**config.mk**
```make
export PLATFORM = sky130hd
export DESIGN_NAME = vddib_ctrl
export DESIGN_NICKNAME = d
export VERILOG_FILES = /design/src/rtl/vddib_pkg.sv /design/src/rtl/vddib_ctrl.sv
export VERILOG_INCLUDE_DIRS = /design/src /design/src/rtl
export SDC_FILE = /design/constraint.sdc
export NUM_CORES = 1
export LEC_CHECK = 0
export BUFFER_PORTS_ARGS = -buffer_cell sky130_fd_sc_hd__buf_4
export CORE_AREA = 2 2 216 218
export CTS_CLUSTER_SIZE = 8
export DETAILED_ROUTE_END_ITERATION = 10
export DIE_AREA = 0 0 218 220
export PLACE_DENSITY = 0.41
export SETUP_SLACK_MARGIN = 0.02
export SYNTH_ARGS = -nofsm -noshare
export SYNTH_HDL_FRONTEND = slang
export SYNTH_SLANG_ARGS = --single-unit
```
**constraint.sdc**
```tcl
create_clock -name aclk -period 8.9 [get_ports aclk]
set_clock_uncertainty 0.2 [all_clocks]
set_input_delay 0.89 -clock aclk [delete_from_list [all_inputs] [get_ports aclk]]
set_output_delay 0.89 -clock aclk [all_outputs]
set_load 0.005 [all_outputs]
```
**src/rtl/vertex_dedup_index_builder_top_assert.svh**
```systemverilog
// assertion macros shared by the rtl
`ifndef VERTEX_DEDUP_INDEX_BUILDER_TOP_ASSERT_SVH
`define VERTEX_DEDUP_INDEX_BUILDER_TOP_ASSERT_SVH

`ifndef ASSERT_OFF
// a holds at an edge, so b holds at the same edge
`define VDDIB_ASSERT_IMP(label, clk, rst_n, a, b) \
    label: assert property (@(posedge clk) disable iff (!(rst_n)) (a) |-> (b)) \
        else $error("implication check failed");
// a holds at an edge, so b holds at the following edge
`define VDDIB_ASSERT_NXT(label, clk, rst_n, a, b) \
    label: assert property (@(posedge clk) disable iff (!(rst_n)) (a) |=> (b)) \
        else $error("next-cycle check failed");
`else
`define VDDIB_ASSERT_IMP(label, clk, rst_n, a, b)
`define VDDIB_ASSERT_NXT(label, clk, rst_n, a, b)
`endif

`endif

```
**src/rtl/vddib_pkg.sv**
```systemverilog
package vddib_pkg;

    localparam int POSITION_DEPTH = 1024;
    localparam int VERTEX_DEPTH   = 1024;

    localparam int COORD_W = 32;
    localparam int VTX_W   = 3 * COORD_W;
    localparam int NUM_W   = 16;
    localparam int INDEX_W = 10;
    localparam int STATUS_W = 3;

    localparam int PADDR_W = $clog2(POSITION_DEPTH);
    localparam int PCNT_W  = $clog2(POSITION_DEPTH + 1);
    localparam int VADDR_W = $clog2(VERTEX_DEPTH);
    localparam int VCNT_W  = $clog2(VERTEX_DEPTH + 1);
    localparam int NUM_CMP_W = (PCNT_W > NUM_W) ? PCNT_W : NUM_W;

    localparam logic CMD_POSITION = 1'b0;
    localparam logic CMD_CORNER   = 1'b1;

    typedef logic [VTX_W-1:0] vertex_t;

    typedef enum logic [STATUS_W-1:0] {
        ST_POS_STORED = 3'd0,
        ST_POS_FULL   = 3'd1,
        ST_MATCHED    = 3'd2,
        ST_ADDED      = 3'd3,
        ST_VTX_FULL   = 3'd4
    } status_t;

    typedef enum logic [1:0] {
        S_IDLE,
        S_FETCH,
        S_SEARCH,
        S_EMIT
    } ctrl_state_t;

    typedef struct packed {
        logic               en;
        logic [PADDR_W-1:0] addr;
        vertex_t            data;
    } pos_wr_t;

    typedef struct packed {
        logic               en;
        logic [PADDR_W-1:0] addr;
    } pos_rd_t;

    typedef struct packed {
        logic               en;
        logic [VADDR_W-1:0] addr;
        vertex_t            data;
    } vtx_wr_t;

    typedef struct packed {
        logic               en;
        logic [VADDR_W-1:0] addr;
    } vtx_rd_t;

endpackage

```
**src/rtl/vddib_ctrl.sv**
```systemverilog
`include "vertex_dedup_index_builder_top_assert.svh"

module vddib_ctrl (
    input  logic                                aclk,
    input  logic                                aresetn,
    input  logic                                s_valid,
    output logic                                s_ready,
    input  logic                                s_command,
    input  logic [vddib_pkg::COORD_W-1:0]       s_coord_x,
    input  logic [vddib_pkg::COORD_W-1:0]       s_coord_y,
    input  logic [vddib_pkg::COORD_W-1:0]       s_coord_z,
    input  logic [vddib_pkg::NUM_W-1:0]         s_position_number,
    output logic                                m_valid,
    input  logic                                m_ready,
    output logic [vddib_pkg::STATUS_W-1:0]      m_status,
    output logic [vddib_pkg::INDEX_W-1:0]       m_vertex_index,
    output vddib_pkg::pos_wr_t                  pos_wr,
    output vddib_pkg::pos_rd_t                  pos_rd,
    input  vddib_pkg::vertex_t                  pos_rd_data,
    output vddib_pkg::vtx_wr_t                  vtx_wr,
    output vddib_pkg::vtx_rd_t                  vtx_rd,
    input  vddib_pkg::vertex_t                  vtx_rd_data
);

    vddib_pkg::ctrl_state_t state_reg, state_next;
    logic [vddib_pkg::PCNT_W-1:0]  pos_count_reg, pos_count_next;
    logic [vddib_pkg::VCNT_W-1:0]  vtx_count_reg, vtx_count_next;
    logic [vddib_pkg::VADDR_W-1:0] j_reg, j_next;
    vddib_pkg::vertex_t            key_reg, key_next;
    vddib_pkg::status_t            res_status_reg, res_status_next;
    logic [vddib_pkg::INDEX_W-1:0] res_index_reg, res_index_next;
    logic                          m_valid_reg, m_valid_next;
    vddib_pkg::status_t            m_status_reg, m_status_next;
    logic [vddib_pkg::INDEX_W-1:0] m_index_reg, m_index_next;

    logic [vddib_pkg::NUM_CMP_W-1:0] num_ext;
    logic [vddib_pkg::NUM_CMP_W-1:0] cnt_ext;
    logic [vddib_pkg::NUM_W-1:0]     num_m1;
    logic                            in_range;
    logic                            go_search;
    logic                            do_append;
    vddib_pkg::vertex_t              key_cur;
    vddib_pkg::vertex_t              append_key;

    assign num_ext  = vddib_pkg::NUM_CMP_W'(s_position_number);
    assign cnt_ext  = vddib_pkg::NUM_CMP_W'(pos_count_reg);
    assign num_m1   = s_position_number - vddib_pkg::NUM_W'(1);
    assign in_range = (s_position_number != '0) && (num_ext <= cnt_ext);

    always_ff @(posedge aclk) begin
        if (!aresetn) begin
            state_reg     <= vddib_pkg::S_IDLE;
            pos_count_reg <= '0;
            vtx_count_reg <= '0;
            m_valid_reg   <= 1'b0;
        end else begin
            state_reg     <= state_next;
            pos_count_reg <= pos_count_next;
            vtx_count_reg <= vtx_count_next;
            m_valid_reg   <= m_valid_next;
        end
    end

    always_ff @(posedge aclk) begin
        j_reg          <= j_next;
        key_reg        <= key_next;
        res_status_reg <= res_status_next;
        res_index_reg  <= res_index_next;
        m_status_reg   <= m_status_next;
        m_index_reg    <= m_index_next;
    end

    always_comb begin
        state_next      = state_reg;
        pos_count_next  = pos_count_reg;
        vtx_count_next  = vtx_count_reg;
        j_next          = j_reg;
        key_next        = key_reg;
        res_status_next = res_status_reg;
        res_index_next  = res_index_reg;
        m_valid_next    = m_valid_reg;
        m_status_next   = m_status_reg;
        m_index_next    = m_index_reg;
        pos_wr          = '0;
        pos_rd          = '0;
        vtx_wr          = '0;
        vtx_rd          = '0;
        s_ready         = 1'b0;
        go_search       = 1'b0;
        do_append       = 1'b0;
        key_cur         = '0;
        append_key      = key_reg;

        if (m_valid_reg && m_ready) begin
            m_valid_next = 1'b0;
        end

        unique case (state_reg)
            vddib_pkg::S_IDLE: begin
                s_ready = 1'b1;
                if (s_valid) begin
                    if (s_command == vddib_pkg::CMD_POSITION) begin
                        res_index_next = '0;
                        state_next     = vddib_pkg::S_EMIT;
                        if (pos_count_reg >= vddib_pkg::PCNT_W'(vddib_pkg::POSITION_DEPTH))
                        begin
                            res_status_next = vddib_pkg::ST_POS_FULL;
                        end else begin
                            pos_wr.en       = 1'b1;
                            pos_wr.addr     = pos_count_reg[vddib_pkg::PADDR_W-1:0];
                            pos_wr.data     = {s_coord_x, s_coord_y, s_coord_z};
                            pos_count_next  = pos_count_reg + 1'b1;
                            res_status_next = vddib_pkg::ST_POS_STORED;
                        end
                    end else if (in_range) begin
                        pos_rd.en   = 1'b1;
                        pos_rd.addr = vddib_pkg::PADDR_W'(num_m1);
                        state_next  = vddib_pkg::S_FETCH;
                    end else begin
                        go_search = 1'b1;
                        key_cur   = '0;
                    end
                end
            end
            vddib_pkg::S_FETCH: begin
                go_search = 1'b1;
                key_cur   = pos_rd_data;
            end
            vddib_pkg::S_SEARCH: begin
                if (vtx_rd_data == key_reg) begin
                    res_status_next = vddib_pkg::ST_MATCHED;
                    res_index_next  = vddib_pkg::INDEX_W'(j_reg);
                    state_next      = vddib_pkg::S_EMIT;
                end else if ((vddib_pkg::VCNT_W'(j_reg) + 1'b1) < vtx_count_reg) begin
                    j_next      = j_reg + 1'b1;
                    vtx_rd.en   = 1'b1;
                    vtx_rd.addr = j_reg + 1'b1;
                end else begin
                    do_append = 1'b1;
                end
            end
            vddib_pkg::S_EMIT: begin
                if (!m_valid_reg || m_ready) begin
                    m_valid_next  = 1'b1;
                    m_status_next = res_status_reg;
                    m_index_next  = res_index_reg;
                    state_next    = vddib_pkg::S_IDLE;
                end
            end
            default: begin
                state_next = vddib_pkg::S_IDLE;
            end
        endcase

        // start of the scan, first entry read is issued here; an empty vertex memory appends at once
        if (go_search) begin
            key_next   = key_cur;
            append_key = key_cur;
            if (vtx_count_reg == '0) begin
                do_append = 1'b1;
            end else begin
                vtx_rd.en   = 1'b1;
                vtx_rd.addr = '0;
                j_next      = '0;
                state_next  = vddib_pkg::S_SEARCH;
            end
        end

        if (do_append) begin
            state_next = vddib_pkg::S_EMIT;
            if (vtx_count_reg >= vddib_pkg::VCNT_W'(vddib_pkg::VERTEX_DEPTH)) begin
                res_status_next = vddib_pkg::ST_VTX_FULL;
                res_index_next  = '0;
            end else begin
                vtx_wr.en       = 1'b1;
                vtx_wr.addr     = vtx_count_reg[vddib_pkg::VADDR_W-1:0];
                vtx_wr.data     = append_key;
                vtx_count_next  = vtx_count_reg + 1'b1;
                res_status_next = vddib_pkg::ST_ADDED;
                res_index_next  = vddib_pkg::INDEX_W'(vtx_count_reg);
            end
        end
    end

    assign m_valid        = m_valid_reg;
    assign m_status       = m_status_reg;
    assign m_vertex_index = m_index_reg;

    `VDDIB_ASSERT_IMP(a_pos_wr_room, aclk, aresetn, pos_wr.en, pos_count_reg < vddib_pkg::POSITION_DEPTH)
    `VDDIB_ASSERT_IMP(a_vtx_wr_room, aclk, aresetn, vtx_wr.en, vtx_count_reg < vddib_pkg::VERTEX_DEPTH)
    `VDDIB_ASSERT_NXT(a_vtx_grow, aclk, aresetn, vtx_wr.en, vtx_count_reg == $past(vtx_count_reg) + 1)
    `VDDIB_ASSERT_IMP(a_scan_bound, aclk, aresetn, state_reg == vddib_pkg::S_SEARCH, vddib_pkg::VCNT_W'(j_reg) < vtx_count_reg)

endmodule
```
Yosys cells after proc, flatten, opt, wreduce, memory -nomap -nowiden
Cells that the tools add are included.
- flip-flop bits (word level): 157
- input bits: 309
- output and inout port bits: 251
- logic and storage cells: 98
- add/sub/neg operators: 5
- magnitude comparators: 4
- equal/unequal tests: 7
- multiplexer cells: 57
- bitwise logic cells: 3
- reductions and logical operators: 12
- operators with widths (cell ; number):
    $mux W107 ; 6
    $mux W96 ; 2
    $mux W10 ; 10
    $mux W11 ; 9
    $eq A96 B96 Y1 ; 1
    $add A11 B1 Y11 const B ; 2
    $ge A11 B11 Y1 const B ; 2
    $pmux W10 S2 ; 1
    $le A16 B11 Y1 ; 1
    $mux W2 ; 8
    $reduce_bool A16 Y1 ; 1
    $mux W3 ; 5
    $mux W1 ; 13
    $add A10 B1 Y11 const B ; 1
    $logic_not A11 Y1 ; 1
    $lt A11 B11 Y1 ; 1
    $add A10 B1 Y10 const B ; 1
    $sub A10 B1 Y10 const B ; 1
    $ne A3 B3 Y1 const B ; 3
    $reduce_and A4 Y1 ; 2
    $pmux W2 S3 ; 1
    $pmux W3 S2 ; 1
    $eq A2 B2 Y1 const B ; 2
    $reduce_and A2 Y1 ; 2
    8 further kinds ; 11

Logic depth before layout (Yosys ltp)
- depth after elaboration: 9
- mapped depth: 15
- mapped depth without buffers: 14

Worst setup path before layout
No wires, ideal clock.
- path type: input to output
- start point: input port s_position_number[7] (netlist bit)
- end point: output port vtx_wr[87] (netlist bit)
- arrival: 3168 ps
- required time: 7810 ps
- setup slack: 4642 ps
- stages: 12
- path buffers: 3
- cells stage by stage: ha_1 and4_1 nand2_1 or3_1 a31oi_1 and2_1 o21a_1 clkbuf_1 buf_2 buf_2 a22o_1 and2_1
- RTL lines (what ; line ; text):
    start, declared ; vddib_ctrl.sv:12 ; input logic [vddib_pkg::NUM_W-1:0] s_position_number,
    end, declared ; vddib_ctrl.sv:20 ; output vddib_pkg::vtx_wr_t vtx_wr,

==> results.toml <==
[sta]
worst-slew-pin-transition_ns = 1.13
timing.max_slew.rel_slack_pct = 24.1
post-route-min-period_ns = 5.69
timing.final.max_slew_violations = 0
unrepaired_setup_endpoints_after_global_routing = "no"
setup_total_negative_slack_ns = 0
hold_viol_final = 0
setup_viol_count_final = 0
whs_ns = 0.220
timing.final.crit_share_pct = 63.9
max_freq_ghz = 0.176

[run]
cap_viol_max_count = 0

[yosys]
netlist_top_cells_area = "sky130_fd_sc_hd__dfxtp_1 (30%), sky130_fd_sc_hd__and2_1 (15%), sky130_fd_sc_hd__xnor2_1 (11%)"
synth_enable_flop_cells = 26
avgSynthCellArea_sq_um = 9.13
synth_fp_nets = 1292
netlist.area_leader.share_pct = 30.1
synth.largest_area_cell = "sky130_fd_sc_hd__dfxtp_1"
ys_seq_elements = 157
async_flop_share_pct = 0
postSynthCellCount = 955
synth-seq-area-share_pct = 39.0
ys.warnings.count = 0
netlist_area_sq_um = 8720
synth_top_flop_cell = "sky130_fd_sc_hd__dfxtp_1"
synth_cell_type_count = 44

[clocking]
postCtsHoldBufs = 0
cts_max_path_buffers = 2
cts_setup_buffers = 0
cts_tree = "done"
tritoncts_num_sinks = 157
cts_buffers = 17
clk-insertion-delay-late_ns = 0.46
cts-resized-gates = 0
htree_levels = 4
clock_tree_root_buffer_cell = "sky130_fd_sc_hd__clkbuf_16"
cts.reportedPaths.clkPinSlew_ns = 0.07

[setup_path]
path_max_fanout = 64
timing.critical_path.from = "j_reg[0]"
endpoint_kind = "primary output"
worst_ep_arrival_ns = 4.60
reg2reg_setup_slack_ns = 4.94
startpoint_type = "register"
r2r.worst_path.cells = 12
required_ns = 7.81
critical_path_class = "register to primary output"
rr_startpoint = "j_reg[2]"
regToRegEndpoint = "res_index_reg[1]"
critical_path_capture_point = "vtx_wr[55]"

[final_layout]
layout_overhead_on_the_synthesized_area_pct = 63.3
most_common_library_cell_in_the_layout_ignoring_fill_and_taps = "sky130_fd_sc_hd__buf_4"
commonest_cells_after_routing_fill_and_taps_aside = "sky130_fd_sc_hd__buf_4 (566), sky130_fd_sc_hd__and2_1 (204), sky130_fd_sc_hd__dfxtp_1 (131), sky130_fd_sc_hd__xnor2_1 (112), sky130_fd_sc_hd__a22o_1 (96)"
largest_register_ff_count = 96
design.final.nets = 1823
drive_above_1_share_pct = 40.2
finalInstanceArea_sq_um = 14200

[grt]
first_global_vias = 9036
wire_length_of_the_first_global_routing_pass_mm = 65.0
grt_start_max_net_pins = 111
antenna_violations_before_repair = 15
overflow = 0
global_route.usage.total_pct = 19.2

[placed_design]
place_hpwl_mm = 39.4
post_dp_cell_area_sq_um = 13600
buffer_ports.inserted = 559
gp_congestion = 0.855

[floorplanning]
io_pins = 560
core.rowCount = 79
floorplan.die.width_um = 218
floorplan.core_area_sq_um = 45900
initial_utilization_pct = 19.0
chipHeight_um = 220
design.die.area_sq_um = 48000

[drt]
drt-wirelength-per-cell_um = 22.2
drc_errors = 0
post_drt_via_cell_ratio = 4.23
postRouteWirelength_mm = 46.9
initialDrtViolationCount = 414
route.antenna.remaining_nets = 0
vias = 8938
first_pass_iters = 4

[worst_hold_path]
holdCritPathClass = "register to register"

[power_and_ir_drop]
peakVddDrop_v = 0.000157
power.static_leakage_nw = 6.53
power_density_nw_per_um2 = 292

[status]
run_status = "complete, no violations"
## critical path, cell delays in order (launching register included)
cell,delay [ns]
sky130_fd_sc_hd__dfxtp_1,0.48
sky130_fd_sc_hd__ha_1,0.25
sky130_fd_sc_hd__and3_1,0.27
sky130_fd_sc_hd__xor2_1,0.28
sky130_fd_sc_hd__ha_1,0.19
sky130_fd_sc_hd__o21ai_0,0.07
sky130_fd_sc_hd__o21ai_0,0.18
sky130_fd_sc_hd__a21oi_1,0.07
sky130_fd_sc_hd__o31ai_1,0.38
sky130_fd_sc_hd__o211a_1,0.29
sky130_fd_sc_hd__o31ai_4,0.06
sky130_fd_sc_hd__buf_4,0.24
sky130_fd_sc_hd__inv_2,0.36
sky130_fd_sc_hd__buf_4,0.51
sky130_fd_sc_hd__and2_1,0.29
sky130_fd_sc_hd__buf_4,0.14
## worst min path at each step
stage	startpoint	to	slack (ns)	cells past startpoint
detailed placement	res_status_reg[1]	m_status[1]	0.21	0
finish	res_index_reg[4]	m_vertex_index[4]	0.22	0
CTS	res_status_reg[1]	m_status[1]	0.22	0
global placement	res_index_reg[4]	m_vertex_index[4]	0.21	0
global route	res_index_reg[6]	m_vertex_index[6]	0.22	0
floorplan	res_status_reg[0]	m_status[0]	0.20	0
## layer usage
layer	up-vias	share of wire, %	global-route usage [%]
li1	4376	-	-
met1	4186	45	24.9
met2	328	44	28.8
met3	38	9.5	8.47
met4	10	1.4	5.01
met5	-	0.16	0
## layout make-up
type	count	area (sq um)
fill	4895	31600
multi-input combinational	708	5000
timing repair buffer	566	4250
sequential	157	3400
tap	607	759
clock buffer	23	478
clock inverter	9	181
inverter	36	135
antenna	8	20.0
## cell usage after synthesis (2+ instances only)
master / n
sky130_fd_sc_hd__xor2_1: 9
sky130_fd_sc_hd__a21oi_1: 20
sky130_fd_sc_hd__edfxtp_1: 26
sky130_fd_sc_hd__o21ai_0: 12
sky130_fd_sc_hd__nand3_1: 14
sky130_fd_sc_hd__xnor2_1: 112
sky130_fd_sc_hd__nand2_1: 21
sky130_fd_sc_hd__mux2i_1: 3
sky130_fd_sc_hd__a22o_1: 96
sky130_fd_sc_hd__nor3_1: 11
sky130_fd_sc_hd__or4_1: 3
sky130_fd_sc_hd__and3_1: 7
sky130_fd_sc_hd__o31ai_1: 5
sky130_fd_sc_hd__nand4_1: 28
sky130_fd_sc_hd__a21o_1: 16
sky130_fd_sc_hd__ha_1: 28
sky130_fd_sc_hd__or3_1: 8
sky130_fd_sc_hd__o41ai_1: 3
sky130_fd_sc_hd__and2_1: 204
sky130_fd_sc_hd__a211oi_1: 2
sky130_fd_sc_hd__nor2b_1: 13
sky130_fd_sc_hd__nor2_1: 59
sky130_fd_sc_hd__buf_2: 5
sky130_fd_sc_hd__nor4_1: 11
sky130_fd_sc_hd__inv_1: 36
sky130_fd_sc_hd__o21a_1: 2
sky130_fd_sc_hd__dfxtp_1: 131
sky130_fd_sc_hd__o211ai_1: 2
sky130_fd_sc_hd__nand2b_1: 5
sky130_fd_sc_hd__clkbuf_1: 49
## logic make-up (layout without fill, tap and decap cells)
kind of cell               count (synthesis)  after routing  share of synthesized area, %
AOI/OAI and AO/OA                        166            166                          14.9
xor gates and xnor gates                 121            121                          12.2
adders and majority gates                 28             28                          4.02
buffers and inverters                     90            634                          3.95
DFF                                      157            157                          39.0
muxes                                      3              3                         0.344
other                                      0              8                             0
and+or+nand+nor                          390            390                          25.5
## metrics by stage
stage,worst slack [ns],util [%],power [mW],instances
after floorplan,4.64,-,2.26,955
after global placement,3.28,29.5,3.35,2074
after detailed placement,3.18,29.5,3.35,2074
after CTS,3.00,31.0,4.22,2106
after global routing,2.74,31.0,4.43,2106
final,3.21,31.0,4.15,2114
## where the power goes
group | internal [mW] | switching [mW] | total [mW]
registers | 1.04 | 0.219 | 1.26
clock network | 0.522 | 0.323 | 0.844
logic | 0.942 | 1.11 | 2.05
total | 2.50 | 1.65 | 4.15
No activity file was read; power rests on OpenSTA's default activity.
